**src/rtl/u8v_pkg.sv**
```systemverilog
// Package for the streaming UTF-8 validator: beat types, byte classes and constants.
// Used by every module in rtl/. Depends on nothing.
package u8v_pkg;

   localparam int OFFSET_WIDTH_DEFAULT = 32;   // width of the internal offset counters
   localparam int BAD_OFFSET_WIDTH     = 32;   // width of the reported offset field
   localparam int QUEUE_DEPTH          = 4;    // entries between classifier and decoder
   localparam int QUEUE_AW             = $clog2(QUEUE_DEPTH);

   localparam int CODE_WIDTH = 21;
   localparam logic [CODE_WIDTH-1:0] CP_MIN_2BYTE  = 21'h000080;
   localparam logic [CODE_WIDTH-1:0] CP_MIN_3BYTE  = 21'h000800;
   localparam logic [CODE_WIDTH-1:0] CP_SURR_LOW   = 21'h00D800;
   localparam logic [CODE_WIDTH-1:0] CP_SURR_HIGH  = 21'h00DFFF;
   localparam logic [CODE_WIDTH-1:0] CP_MIN_4BYTE  = 21'h010000;
   localparam logic [CODE_WIDTH-1:0] CP_MAX        = 21'h10FFFF;

   localparam logic [2:0] SEQ_LEN_NONE = 3'd0;
   localparam logic [2:0] SEQ_LEN_2    = 3'd2;
   localparam logic [2:0] SEQ_LEN_3    = 3'd3;
   localparam logic [2:0] SEQ_LEN_4    = 3'd4;

   typedef struct packed {
      logic [7:0] data_byte;
      logic       last_byte;
   } req_type;

   typedef struct packed {
      logic                        stream_valid;
      logic [BAD_OFFSET_WIDTH-1:0] bad_offset;
   } rsp_type;

   typedef enum logic [2:0] {
      CLS_ASCII,
      CLS_CONT,
      CLS_LEAD2,
      CLS_LEAD3,
      CLS_LEAD4,
      CLS_BAD
   } byte_class_type;

   // One classified byte as it travels through the queue.
   typedef struct packed {
      byte_class_type cls;
      logic [5:0]     bits;       // payload bits of the byte, right aligned
      logic           last_byte;
   } item_type;

endpackage

```
**src/rtl/utf8_stream_validator.sv**
```systemverilog
// Top level of the streaming UTF-8 validator: classifier, byte queue and decoder.
// Depends on u8v_pkg, u8v_front, u8v_queue and u8v_back.
//
//   Channel   Direction  Handshake            Beat contents
//   req_      in         req_valid/req_ready  data_byte, last_byte
//   rsp_      out        rsp_valid/rsp_ready  stream_valid, bad_offset
//
// The block takes one byte per cycle for as long as the decoder keeps up, which it
// always does except when a final byte meets a result that has not yet been taken.
// A byte is classified and written into the four-entry queue on the edge at which it
// is accepted; the decoder then takes it from the head of the queue, and the result
// register is loaded on the edge at which the final byte is taken, so a final byte
// passes through a queue entry and then the result register before rsp_valid rises.
// Reset is synchronous: it empties the queue, clears every decoder register and drops
// rsp_valid. A stalled result blocks only the next final byte; the bytes in front of
// it keep flowing until the queue fills, and only then does req_ready fall.
//
// The front end reduces each byte to a class (plain, continuation, lead of a two,
// three or four byte sequence, or invalid lead) plus its payload bits. The back end
// tracks the open sequence, builds the code point, rejects overlong forms, surrogates
// and values above the Unicode range, and keeps the saturating byte offset. Only the
// first error of a stream is reported; a stream is judged on its final byte, after
// which all decoder state returns to its reset value for the next stream.
module utf8_stream_validator #(
   parameter int OFFSET_WIDTH = u8v_pkg::OFFSET_WIDTH_DEFAULT
) (
   input  logic             clock,
   input  logic             reset,
   input  logic             req_valid,
   output logic             req_ready,
   input  u8v_pkg::req_type req_data,
   output logic             rsp_valid,
   input  logic             rsp_ready,
   output u8v_pkg::rsp_type rsp_data
);
   import u8v_pkg::*;

   logic     push_valid, push_ready;
   item_type push_data;
   logic     pop_valid, pop_ready;
   item_type pop_data;

   u8v_front u_front (
      .req_valid  (req_valid),
      .req_ready  (req_ready),
      .req_data   (req_data),
      .push_valid (push_valid),
      .push_ready (push_ready),
      .push_data  (push_data)
   );

   u8v_queue u_queue (
      .clock      (clock),
      .reset      (reset),
      .push_valid (push_valid),
      .push_ready (push_ready),
      .push_data  (push_data),
      .pop_valid  (pop_valid),
      .pop_ready  (pop_ready),
      .pop_data   (pop_data)
   );

   u8v_back #(
      .OFFSET_WIDTH (OFFSET_WIDTH)
   ) u_back (
      .clock     (clock),
      .reset     (reset),
      .pop_valid (pop_valid),
      .pop_ready (pop_ready),
      .pop_data  (pop_data),
      .rsp_valid (rsp_valid),
      .rsp_ready (rsp_ready),
      .rsp_data  (rsp_data)
   );

endmodule

```
**src/rtl/u8v_front.sv**
```systemverilog
// Front end of the UTF-8 validator: accepts input beats and classifies each byte.
// Depends on u8v_pkg.
module u8v_front (
   input  logic              req_valid,
   output logic              req_ready,
   input  u8v_pkg::req_type  req_data,
   output logic              push_valid,
   input  logic              push_ready,
   output u8v_pkg::item_type push_data
);
   import u8v_pkg::*;

   logic [7:0] b;

   assign b          = req_data.data_byte;
   assign req_ready  = push_ready;
   assign push_valid = req_valid;

   always_comb begin
      push_data.last_byte = req_data.last_byte;
      push_data.bits      = b[5:0];
      unique case (b) inside
         [8'h00:8'h7F]: begin
            push_data.cls = CLS_ASCII;
         end
         [8'h80:8'hBF]: begin
            push_data.cls = CLS_CONT;
         end
         [8'hC0:8'hDF]: begin
            push_data.cls  = CLS_LEAD2;
            push_data.bits = {1'b0, b[4:0]};
         end
         [8'hE0:8'hEF]: begin
            push_data.cls  = CLS_LEAD3;
            push_data.bits = {2'b00, b[3:0]};
         end
         [8'hF0:8'hF7]: begin
            push_data.cls  = CLS_LEAD4;
            push_data.bits = {3'b000, b[2:0]};
         end
         default: begin
            push_data.cls = CLS_BAD;
         end
      endcase
   end

endmodule

```
**src/rtl/u8v_queue.sv**
```systemverilog
// Small first-word-fall-through queue of classified bytes between front and back end.
// Depends on u8v_pkg.
module u8v_queue (
   input  logic              clock,
   input  logic              reset,
   input  logic              push_valid,
   output logic              push_ready,
   input  u8v_pkg::item_type push_data,
   output logic              pop_valid,
   input  logic              pop_ready,
   output u8v_pkg::item_type pop_data
);
   import u8v_pkg::*;

   item_type            entry_ff [QUEUE_DEPTH];
   logic [QUEUE_AW-1:0] wr_ptr_ff, wr_ptr_in;
   logic [QUEUE_AW-1:0] rd_ptr_ff, rd_ptr_in;
   logic [QUEUE_AW:0]   count_ff,  count_in;
   logic                push, pop;

   localparam logic [QUEUE_AW:0] FULL_COUNT = (QUEUE_AW+1)'(QUEUE_DEPTH);
   localparam logic [QUEUE_AW-1:0] LAST_PTR = QUEUE_AW'(QUEUE_DEPTH - 1);

   assign push_ready = (count_ff != FULL_COUNT);
   assign pop_valid  = (count_ff != '0);
   assign pop_data   = entry_ff[rd_ptr_ff];
   assign push       = push_valid && push_ready;
   assign pop        = pop_valid && pop_ready;

   always_comb begin
      wr_ptr_in = wr_ptr_ff;
      rd_ptr_in = rd_ptr_ff;
      count_in  = count_ff;
      if (push) begin
         wr_ptr_in = (wr_ptr_ff == LAST_PTR) ? '0 : wr_ptr_ff + 1'b1;
      end
      if (pop) begin
         rd_ptr_in = (rd_ptr_ff == LAST_PTR) ? '0 : rd_ptr_ff + 1'b1;
      end
      if (push && !pop) begin
         count_in = count_ff + 1'b1;
      end else if (pop && !push) begin
         count_in = count_ff - 1'b1;
      end
   end

   always_ff @(posedge clock) begin
      if (reset) begin
         wr_ptr_ff <= '0;
         rd_ptr_ff <= '0;
         count_ff  <= '0;
      end else begin
         wr_ptr_ff <= wr_ptr_in;
         rd_ptr_ff <= rd_ptr_in;
         count_ff  <= count_in;
      end
   end

   always_ff @(posedge clock) begin
      if (push) begin
         entry_ff[wr_ptr_ff] <= push_data;
      end
   end

   // The fill count must never run past the number of entries.
   assert property (@(posedge clock) disable iff (reset) count_ff <= FULL_COUNT)
      else $error("queue count exceeds depth");

   // Pointers and count must agree: equal pointers mean empty or full.
   assert property (@(posedge clock) disable iff (reset)
      (wr_ptr_ff == rd_ptr_ff) |-> (count_ff == '0 || count_ff == FULL_COUNT))
      else $error("queue pointers disagree with count");

endmodule

```
**src/rtl/u8v_back.sv**
```systemverilog
// Back end of the UTF-8 validator: sequence decoder, offset counters and result register.
// Depends on u8v_pkg.
module u8v_back #(
   parameter int OFFSET_WIDTH = u8v_pkg::OFFSET_WIDTH_DEFAULT
) (
   input  logic              clock,
   input  logic              reset,
   input  logic              pop_valid,
   output logic              pop_ready,
   input  u8v_pkg::item_type pop_data,
   output logic              rsp_valid,
   input  logic              rsp_ready,
   output u8v_pkg::rsp_type  rsp_data
);
   import u8v_pkg::*;

   localparam logic [OFFSET_WIDTH-1:0] OFFSET_MAX = '1;

   logic [1:0]              pending_ff,   pending_in;
   logic [2:0]              seq_len_ff,   seq_len_in;
   logic [CODE_WIDTH-1:0]   code_ff,      code_in;
   logic [OFFSET_WIDTH-1:0] pos_ff,       pos_in;
   logic [OFFSET_WIDTH-1:0] seq_start_ff, seq_start_in;
   logic                    err_ff,       err_in;
   logic [OFFSET_WIDTH-1:0] err_pos_ff,   err_pos_in;
   logic                    rsp_valid_ff, rsp_valid_in;
   rsp_type                 rsp_data_ff,  rsp_data_in;

   logic                    take;
   logic                    fail;
   logic [OFFSET_WIDTH-1:0] fail_at;
   logic [CODE_WIDTH-1:0]   code_next;
   logic                    cp_bad;
   logic                    trunc;

   // A non-final byte never touches the result register, so it may pass a
   // result that is still waiting.
   assign pop_ready = !pop_data.last_byte || !rsp_valid_ff || rsp_ready;
   assign take      = pop_valid && pop_ready;
   assign rsp_valid = rsp_valid_ff;
   assign rsp_data  = rsp_data_ff;

   assign code_next = {code_ff[CODE_WIDTH-7:0], pop_data.bits};

   always_comb begin
      unique case (seq_len_ff)
         SEQ_LEN_2: cp_bad = code_next < CP_MIN_2BYTE;
         SEQ_LEN_3: cp_bad = (code_next < CP_MIN_3BYTE) ||
                             (code_next >= CP_SURR_LOW && code_next <= CP_SURR_HIGH);
         SEQ_LEN_4: cp_bad = (code_next < CP_MIN_4BYTE) || (code_next > CP_MAX);
         default:   cp_bad = 1'b0;
      endcase
   end

   always_comb begin
      pending_in   = pending_ff;
      seq_len_in   = seq_len_ff;
      code_in      = code_ff;
      seq_start_in = seq_start_ff;
      err_in       = err_ff;
      err_pos_in   = err_pos_ff;
      pos_in       = pos_ff;
      fail         = 1'b0;
      fail_at      = seq_start_ff;
      trunc        = 1'b0;
      rsp_data_in  = rsp_data_ff;

      if (take) begin
         // Once an error is recorded, bytes are only counted.
         if (!err_ff) begin
            if (pending_ff != 2'd0) begin
               if (pop_data.cls != CLS_CONT) begin
                  fail = 1'b1;
               end else begin
                  code_in    = code_next;
                  pending_in = pending_ff - 2'd1;
                  if (pending_ff == 2'd1) begin
                     if (cp_bad) begin
                        fail = 1'b1;
                     end else begin
                        seq_len_in = SEQ_LEN_NONE;
                        code_in    = '0;
                     end
                  end
               end
            end else begin
               unique case (pop_data.cls)
                  CLS_ASCII: begin
                  end
                  CLS_LEAD2: begin
                     seq_len_in   = SEQ_LEN_2;
                     pending_in   = 2'd1;
                     code_in      = CODE_WIDTH'(pop_data.bits[4:0]);
                     seq_start_in = pos_ff;
                  end
                  CLS_LEAD3: begin
                     seq_len_in   = SEQ_LEN_3;
                     pending_in   = 2'd2;
                     code_in      = CODE_WIDTH'(pop_data.bits[3:0]);
                     seq_start_in = pos_ff;
                  end
                  CLS_LEAD4: begin
                     seq_len_in   = SEQ_LEN_4;
                     pending_in   = 2'd3;
                     code_in      = CODE_WIDTH'(pop_data.bits[2:0]);
                     seq_start_in = pos_ff;
                  end
                  default: begin
                     fail    = 1'b1;
                     fail_at = pos_ff;
                  end
               endcase
            end
         end

         if (fail) begin
            err_in     = 1'b1;
            err_pos_in = fail_at;
            pending_in = 2'd0;
            seq_len_in = SEQ_LEN_NONE;
            code_in    = '0;
         end

         if (pos_ff != OFFSET_MAX) begin
            pos_in = pos_ff + 1'b1;
         end

         if (pop_data.last_byte) begin
            // A sequence still open at the end of the stream is truncated.
            trunc                   = !err_in && (pending_in != 2'd0);
            rsp_data_in.stream_valid = !(err_in || trunc);
            if (trunc) begin
               rsp_data_in.bad_offset = BAD_OFFSET_WIDTH'(seq_start_in);
            end else if (err_in) begin
               rsp_data_in.bad_offset = BAD_OFFSET_WIDTH'(err_pos_in);
            end else begin
               rsp_data_in.bad_offset = BAD_OFFSET_WIDTH'(pos_in);
            end
            pending_in   = 2'd0;
            seq_len_in   = SEQ_LEN_NONE;
            code_in      = '0;
            pos_in       = '0;
            seq_start_in = '0;
            err_in       = 1'b0;
            err_pos_in   = '0;
         end
      end
   end

   always_comb begin
      if (take && pop_data.last_byte) begin
         rsp_valid_in = 1'b1;
      end else if (rsp_ready) begin
         rsp_valid_in = 1'b0;
      end else begin
         rsp_valid_in = rsp_valid_ff;
      end
   end

   always_ff @(posedge clock) begin
      if (reset) begin
         pending_ff   <= '0;
         seq_len_ff   <= SEQ_LEN_NONE;
         code_ff      <= '0;
         pos_ff       <= '0;
         seq_start_ff <= '0;
         err_ff       <= 1'b0;
         err_pos_ff   <= '0;
         rsp_valid_ff <= 1'b0;
      end else begin
         pending_ff   <= pending_in;
         seq_len_ff   <= seq_len_in;
         code_ff      <= code_in;
         pos_ff       <= pos_in;
         seq_start_ff <= seq_start_in;
         err_ff       <= err_in;
         err_pos_ff   <= err_pos_in;
         rsp_valid_ff <= rsp_valid_in;
      end
   end

   always_ff @(posedge clock) begin
      rsp_data_ff <= rsp_data_in;
   end

   // After an error no sequence may stay open.
   assert property (@(posedge clock) disable iff (reset) err_ff |-> (pending_ff == 2'd0))
      else $error("open sequence after error");

   // The count of outstanding continuation bytes is tied to the sequence length.
   assert property (@(posedge clock) disable iff (reset)
      (pending_ff != 2'd0) |-> (seq_len_ff > {1'b0, pending_ff}))
      else $error("pending count does not fit sequence length");

   // A final byte taken while a result waits unsent would overwrite that result.
   assert property (@(posedge clock) disable iff (reset)
      (take && pop_data.last_byte && rsp_valid_ff) |-> rsp_ready)
      else $error("result overwritten before delivery");

endmodule
```
**config.mk**
```make
export PLATFORM = sky130hd
export DESIGN_NAME = utf8_stream_validator
export DESIGN_NICKNAME = d
export VERILOG_FILES = /design/src/rtl/u8v_pkg.sv /design/src/rtl/utf8_stream_validator.sv /design/src/rtl/u8v_front.sv /design/src/rtl/u8v_queue.sv /design/src/rtl/u8v_back.sv
export SDC_FILE = /design/constraint.sdc
export NUM_CORES = 1
export LEC_CHECK = 0
export BUFFER_PORTS_ARGS = -buffer_cell sky130_fd_sc_hd__buf_4
export CAP_MARGIN = 20
export CORE_MARGIN = 5
export CORE_UTILIZATION = 60
export CTS_CLUSTER_SIZE = 24
export DETAILED_ROUTE_END_ITERATION = 10
export GPL_ROUTABILITY_DRIVEN = 1
export GPL_TIMING_DRIVEN = 0
export PLACE_DENSITY = 0.78
export SYNTH_ARGS = -nofsm -noshare
export SYNTH_HDL_FRONTEND = slang
export SYNTH_SLANG_ARGS = --single-unit
```
**constraint.sdc**
```tcl
create_clock -name clock -period 3.45 [get_ports clock]
set_input_delay 0.5175 -clock clock [delete_from_list [all_inputs] [get_ports clock]]
set_output_delay 0.5175 -clock clock [all_outputs]
set_load 0.05 [all_outputs]
```
* Word level (Yosys, flattened, before mapping)
Memories as Yosys holds them, arrays and structs flattened. A register that Yosys moved wholly into a read port is not among the register bits.
Cells that the tools add are included.
** Word-level totals
- Bits in registers :: 158
- Bits in writable memories :: 40
- Input bits :: 13
- Output and inout bits :: 35
- Memories kept :: 1
** Memory list
- u_queue.entry_ff :: words 4, width 10, rd ports 1, clocked after Yosys merged registers in 1, write ports 1, line u8v_queue.sv:15 : item_type entry_ff [QUEUE_DEPTH];
** Operators by class
- Add/subtract/negate cells :: 6
- Magnitude comparators :: 16
- Equal/unequal tests :: 16
- Mux-type cells :: 59
- Reductions and logical operators :: 35
** Operators by type and width (count)
- $mux W32 :: 13
- $mux W15 :: 7
- $pmux W15 S3 :: 1
- $add A32 B1 Y32 const B :: 1
- $ge A8 B8 Y1 const B :: 4
- $le A8 B8 Y1 const B :: 4
- $ne A32 B32 Y1 const B :: 1
- $mux W3 :: 9
- $ge A21 B16 Y1 const B :: 1
- $gt A21 B21 Y1 const B :: 1
- $le A21 B16 Y1 const B :: 1
- $lt A21 B12 Y1 const B :: 1
- $lt A21 B17 Y1 const B :: 1
- $lt A21 B8 Y1 const B :: 1
- $mux W2 :: 10
- $pmux W6 S3 :: 1
- $pmux W3 S5 :: 1
- $mux W1 :: 14
- $eq A3 B2 Y1 const B :: 4
- $logic_and A1 B1 Y1 :: 12
- $ne A4 B3 Y1 const B :: 3
- $pmux W3 S3 :: 1
- $ge A8 B1 Y1 const B :: 1
- $le A8 B7 Y1 const B :: 1
- 23 further kinds :: 38

* Longest topological paths before layout
Gate-level depths: netlist (run 1).
- Depth after elaboration :: 16
- Mapped depth :: 13
- Gate-level depth less buffers :: 10

* Cells and area by module
Synthesis (run 1) repeated with hierarchy kept, for this count alone.
** Second synthesis, totals
- Cells, all modules :: 1054
- Area, all modules :: 10048.4 µm²
** Modules (own cells, without submodules)
- u8v_back :: instances 1, cells an instance 936, area an instance 8022.7 µm²
- u8v_queue :: instances 1, cells an instance 100, area an instance 1919.3 µm²
- u8v_front :: instances 1, cells an instance 18, area an instance 106.4 µm²

* Least setup slack after synthesis (run 1)
No wires, ideal clock.
- Path kind :: reg-to-reg
- Start point :: reg with a tool-made name
- End point :: reg u_queue.count_ff[2]
- Arrival :: 2.922 ns
- Data required time :: 3.380 ns
- Path slack :: 0.457 ns
- Stages on the path, launching flop included :: 14
- Path buffers :: 4
- Path through :: dfxtp_1 > buf_6 > mux4_2 > buf_2 > a21oi_1 > buf_2 > clkinv_1 > clkbuf_1 > ha_1 > inv_1 > fa_1 > xor2_1 > or3_1 > a21oi_1
** RTL lines
- end signal, assigned :: line u8v_queue.sv:55 : count_ff <= count_in;
- end, declared :: line u8v_queue.sv:18 : logic [QUEUE_AW:0] count_ff, count_in;

==> results of run 1 <==
-- metal layers --
metal	up-vias	GRT usage, %	routed length (µm)
li1	4243	-	-
met2	537	51.6	14900
met5	-	0	0
met3	144	7.19	2970
met4	0	18.7	1890
met1	4448	40.5	12600
-- area by class of cell --
class | instances | area [µm²]
fillers | 1387 | 5400
repair buffers | 51 | 403
well taps | 225 | 282
clock buffers | 18 | 430
flip-flops and latches | 200 | 4730
inverters | 16 | 65.1
multi-input cells | 780 | 5080
plain buffers | 100 | 494
clock inverters | 14 | 168
-- stage by stage --
step                      utilization [%]  std cells
after floorplan                         -       1099
after global placement               64.2       1371
after detailed placement             64.4       1372
after CTS                            68.0       1404
after global routing                 68.3       1404
final                                68.3       1404
-- worst paths after layout --
kind                            slack (ns)                from                      to
worst max-delay path                 -0.03                flop     u_back.rsp_data[31]
worst min-delay path                  0.26         req_data[1]  u_queue.entry_ff[2][1]
worst max register to register       -0.03                flop     u_back.rsp_data[31]
worst min register to register        0.45  u_back.code_ff[13]      u_back.code_ff[13]
-- repair_timing --
action / CTS / global route
cloned: 0 / 0
endpoints found under the setup margin: 11 / 46
gates resized for setup: 6 / 25
pin swaps: 1 / 1
buffers inserted: 1 / 2
-- state kept, by name (all words and copies together), names as in the netlist, 3 cells and up, named ones only --
name and flops:
u_back.seq_len_ff 3, u_back.rsp_data 33, u_back.code_ff 15, u_back.seq_start_ff 32, u_queue.count_ff 3, u_queue.entry_ff 40
u_back.err_pos_ff 32, u_back.pos_ff 32
-- cell usage in the layout, fill, tap and decap left out, types with 5 or more instances in the layout --
master and count:
nor4_1 10, nor3_1 28, and3_1 13, nand3_1 40, edfxtp_1 73, clkbuf_2 10, or4_1 6, buf_2 20
a21o_1 6, a22oi_1 35, mux4_2 10, buf_6 6, o221ai_1 5, nor2_1 104, mux2_2 30, a21oi_1 65
inv_1 15, ha_1 9, and4_1 8, o31a_1 5, a31oi_1 19, o21ai_0 84, nand2_1 93, and2_1 9
nand4_1 25, dfxtp_1 127, clkbuf_16 17, nand3b_1 7, clkbuf_1 54, inv_8 5, or3_1 14, buf_4 58
a22o_1 18, mux2i_1 23, o31ai_1 24
-- worst max-delay path: stages, from the launching register on --
cell	delay, ns
dfxtp_1	0.35
buf_6	0.19
mux4_2	0.54
buf_6	0.16
nor4b_4	0.14
a31oi_1	0.34
and4b_1	0.23
buf_2	0.20
buf_4	0.25
a21oi_2	0.16
a2111oi_0	0.53
a21oi_1	0.11
-- kinds of logic (layout without fill, tap and decap cells) --
kind of cell | Yosys count | after routing | share of synthesized area (%)
AND/OR/NAND/NOR | 387 | 387 | 19.1
AO/OA/AOI/OAI | 310 | 310 | 19.8
flip-flops | 200 | 200 | 45.9
buffers and inverters | 119 | 199 | 5.36
multiplexers | 68 | 68 | 8.22
adder cells (fa/ha/maj) | 10 | 10 | 1.29
XOR/XNOR | 5 | 5 | 0.424
-- power by group through the flow --
stage | logic, µW | registers (µW) | clock network (µW)
2_1_floorplan | 4180 | 3830 | 0
3_3_place_gp | 7200 | 3120 | 0
3_5_place_dp | 7270 | 3120 | 0
4_1_cts | 7340 | 3070 | 2040
5_1_grt | 8030 | 3100 | 2150
6_report | 7710 | 3070 | 2040
==> results by group, run 1 <==
Run status
  – Status: complete, but fails checks
  – Violated checks: setup timing

Critical path
  – CP arrival: 3.66 ns
  – Worst Path Max Fanout: 10
  – Critical path class: flop to flop
  – Worst Reg-to-Reg Cells: 11
  – Required @ worst endpoint: 3.63 ns
  – Crit end category: flop
  – Critical path launch point type: flop

Finish
  – Nets@finish: 1189
  – Fin area: 11700 µm²
  – Layout area overhead: 13.0%
  – Ant diodes: 0
  – Fraction of layout cells with a size suffix above 1: 16.7%

Clocking
  – CTS tree: done
  – Hold buffers post-CTS: 0
  – Total CTS buffers: 17
  – H-tree levels: 4
  – Clk Latency, worst-skew pair: 0.46 ns
  – Clock buffer depth: 2
  – Num Clock Sinks: 200
  – Root buffer cell: clkbuf_16
  – Clock transition at path regs: 0.08 ns

Detailed routing
  – Vias per cell: 6.68
  – Vias: 9372
  – Post-DR wirelength/cell: 23.0 µm
  – DR iter-0 viols: 1102
  – Final antenna-violating net count: 0
  – Routed WL: 32.3 mm
  – DRC Markers: 0
  – DRT Pass-1 Iters: 6

Placed design
  – Dpl ws: -0.462 ns
  – IO Port Bufs: 47
  – Dpl hpwl: 22.5 mm
  – RD Place Congestion: 1.01
  – Placed cell areas: 11000 µm²

Logic synthesis
  – Netlist Area Pre-Place: 10300 µm²
  – Most common cell in the netlist: dfxtp_1
  – Number of synthesized flops with an enable pin: 73
  – Area contributors post-synth: dfxtp_1 25%, edfxtp_1 21%, o21ai_0 4.1%, nor2_1 3.8%, nand2_1 3.4%
  – Synthesized flop and latch total: 200
  – Yosys top cell area share: 24.6%
  – Cell taking the most area after synthesis: dfxtp_1
  – Post-synthesis sequential area ratio: 45.9%
  – Mapped Cells: 1099
  – Async SR Flop Fraction: 0%
  – Most common flop cell mapped by yosys: dfxtp_1
  – Syn Nets: 1122
  – YS warnings: 0
  – Avg Cell Area, Syn: 9.39 µm²
  – Synth unique cells: 83
  – Top cells by count, synth: 127 x dfxtp_1, 104 x nor2_1, 94 x nand2_1

Power and ir drop
  – Sw frac: 51.0%
  – Combinational share of power: 60.1%
  – IR drop worst, VDD: 0.848 mV
  – Internal cell power: 6280 µW
  – Power per Cell Area: 1100 nW/µm²
  – Reg power frac: 23.9%
  – P_sw: 6530 µW
  – Pwr Total: 12800 µW
  – Leakage power: 0.00413 µW
  – Clock share of power: 15.9%

Die
  – Die H: 141 µm
  – Die ar.: 19900 µm²
  – Initial Util: 60.5%
  – Die W: 141 µm
  – Rows: 48
  – # IOs: 48
  – Total core area: 17100 µm²

Job
  – Max-capacitance violation count: 0

Global route
  – GRT overflow: 0
  – Global-route wire length before repair: 49.6 mm
  – Aggregate global-route resource usage: 32.4%
  – Pin count of the biggest net entering global routing: 23
  – Initial antenna violation count: 0
  – Vias in the first global route: 9007

STA
  – Unrepaired setup endpoints after global routing: true
  – Skew final: 0.0187 ns
  – Period minus WS final: 3.48 ns
  – Final period util: 101%
  – Fin. max-slew vios: 0
  – Final WS setup: -0.0270 ns
  – Min Hold Slack: 0.257 ns
  – Normalized max-slew margin: 37.2%
  – Least-Margin Pin Slew: 0.942 ns
  – Final hold violations: 0
  – Final setup viols: 1
  – Setup TNS: -0.0270 ns
  – Fmax: 288 MHz

Worst hold path
  – Hold Crit Class: input port to flop
  – Hold Path Stages: 1
(Power assumes the default switching activity.)
==> run 2, diff against run 1 <==
- REMOVE_ABC_BUFFERS: unset -> 1
==> run 2 against run 1 <==
The run now ends clean. Final area down 0.40%. Clock power down 2%. Worst setup slack gained 0.14 ns. Sequential power increased by 3%. Clock skew fell by 0.0050 ns. Total power decreased by 0.71%. Global-route usage fell by 4.9 points.
==> results by group, run 2 (synthesis results as in run 1) <==
Critical path
  – Critical path launch point type: flop
  – Critical R2R Launch: u_back.pending_ff[0]
  – Required @ worst endpoint: 3.73 ns (+0.10 ns)
  – Crit end category: flop
  – Worst Setup SP: u_back.pending_ff[0]
  – Worst Path Max Fanout: 20 (+10)
  – CP arrival: 3.62 ns (-0.04 ns)
  – Critical path class: flop to flop
  – Worst Reg-to-Reg Cells: 10 (-1)
  – R2R Setup Slk: 0.11 ns (+0.14 ns)

Global route
  – Vias in the first global route: 8277 (-8.1%)
  – Pin count of the biggest net entering global routing: 95 (+310%)
  – GRT overflow: 0 (unchanged)
  – Aggregate global-route resource usage: 27.4% (-4.9 points)
  – Global-route wire length before repair: 43.8 mm (-12%)
  – Initial antenna violation count: 0 (unchanged)

Finish
  – Largest reg by FF count: u_queue.entry_ff
  – Largest register FFs: 40 (unchanged)
  – Fin area: 11600 µm² (-0.40%)
  – Nets@finish: 1117 (-6.1%)
  – Fraction of layout cells with a size suffix above 1: 17.6% (+0.91 points)
  – Commonest cells after routing, fill and taps aside: 125 x dfxtp_1, 102 x nor2_1, 92 x nand2_1
  – Ant diodes: 0 (unchanged)
  – Final cell utilization of the core: 68.1% (-0.27 points)
  – Layout area overhead: 12.5%
  – Non-filler cells, final: 1332 (-5.1%)
  – Filler Cells Inserted: 1313 (-5.3%)
  – Most common cell after layout, fill and taps aside: dfxtp_1

Detailed routing
  – DRC Markers: 0 (unchanged)
  – DRT Pass-1 Iters: 6 (unchanged)
  – Vias per cell: 6.70 (+0.37%)
  – Routed WL: 27.6 mm (-15%)
  – Vias: 8924 (-4.8%)
  – Final antenna-violating net count: 0 (unchanged)
  – DR iter-0 viols: 1073 (-2.6%)
  – Post-DR wirelength/cell: 20.7 µm (-10%)

Clocking
  – Total CTS buffers: 17 (unchanged)
  – Num Clock Sinks: 200 (unchanged)
  – Root buffer cell: clkbuf_16
  – Clock buffer depth: 2 (unchanged)
  – CTS tree: done
  – Clock transition at path regs: 0.08 ns (about the same)
  – H-tree levels: 4 (unchanged)
  – Clk Latency, worst-skew pair: 0.44 ns (-0.02 ns)

STA
  – Fmax: 300 MHz (+4.1%)
  – Setup TNS: 0 ns (+0.0270 ns)
  – Least-Margin Pin Slew: 1.13 ns (+0.191 ns)
  – Period minus WS final: 3.34 ns (-0.138 ns)
  – Fin. max-slew vios: 0 (unchanged)
  – Skew final: 0.0137 ns (-0.00504 ns)
  – Final hold violations: 0 (unchanged)
  – Unrepaired setup endpoints after global routing: true
  – Final setup viols: 0 (-1)
  – Final period util: 96.8% (-4.0 points)
  – Normalized max-slew margin: 22.5% (-15 points)

Die
  – Initial Util: 60.5% (unchanged)
  – Total core area: 17100 µm² (unchanged)
  – # IOs: 48 (unchanged)
  – Die W: 141 µm (unchanged)
  – Die H: 141 µm (unchanged)
  – Die ar.: 19900 µm² (unchanged)
  – Rows: 48 (unchanged)

Placed design
  – Placed cell count: 1277 (-6.9%)
  – Dpl hpwl: 16.2 mm (-28%)
  – IO Port Bufs: 47 (unchanged)
  – Placed cell areas: 10700 µm² (-2.5%)
  – RD Place Congestion: 0.836 (-17%)

Power and ir drop
  – Pwr Total: 12700 µW (-0.71%)
  – Sw frac: 48.6% (-2.4 points)
  – Power per Cell Area: 1100 nW/µm² (-0.31%)
  – Leakage power: 0.00406 µW (-1.6%)
  – Clock share of power: 15.6% (-0.3 points)
  – Combinational share of power: 59.6% (-0.5 points)
  – P_sw: 6190 µW (-5.3%)
  – Internal cell power: 6540 µW (+4.1%)
  – Reg power frac: 24.8% (+0.9 points)
  – IR drop worst, VDD: 0.793 mV (-6.5%)

Run status
  – Status: completed

Worst hold path
  – Hold path startpoint: req_data[1]
  – Hold Crit Class: input port to flop
  – Hold Path Stages: 1 (unchanged)

Job
  – Max-capacitance violation count: 0 (unchanged)
run 2: through the flow:
step                      worst slack (ns)  hold WS (ns)
after floorplan                     -0.898         0.420
after global placement               -3.96         0.431
after detailed placement             -1.19         0.443
after CTS                          0.00802         0.260
after global routing               -0.0232         0.257
final                                0.111         0.270
run 2: power groups by stage:
stage,sequential (µW),clock (µW),combinational (µW)
after floorplan,3880,0,3580
after global placement,3190,0,6200
after detailed placement,3200,0,6710
after CTS,3150,2010,7230
after global routing,3200,2110,7930
final,3150,1990,7580
run 2: worst paths after layout:
| check | endpoint |
|---|---|
| setup / recovery | u_back.rsp_data[16] |
| hold / removal | u_queue.entry_ff[2][1] |
| setup reg to reg | u_back.rsp_data[16] |
| hold reg to reg | u_back.code_ff[13] |
run 2: final cells by class:
class	count	area, µm²	area share (%)
multi-input combinational	782	5220	44.9
clock inverter	15	154	1.33
sequential	200	4740	40.8
inverter	16	61.3	0.528
timing repair buffer	77	733	6.32
tap	225	282	2.42
clock buffer	17	425	3.66
run 2: repair_timing:
action	in CTS	in global routing
gates resized for setup	23	7
hold buffers	0	0
setup endpoints to repair	169	62
gates cloned	1	1
pin swaps	7	0
setup buffers	18	2
run 2: layer usage:
layer / GRT usage (%) / vias to the layer above / wire length [µm]
met5: 0 / - / 0
met4: 12.2 / 0 / 974
met3: 5.02 / 97 / 2670
met2: 42.3 / 491 / 12600
met1: 37.9 / 4251 / 11400
li1: - / 4085 / -
run 2: critical path, cell delays in order, from the launching register on:
cell       delay (ns)
dfxtp_1          0.54
inv_1            0.11
ha_2             0.32
inv_1            0.30
nor4b_4          0.11
a2111oi_4        0.47
and2_4           0.37
buf_16           0.20
nand2_4          0.19
or3_1            0.40
a31oi_1          0.15
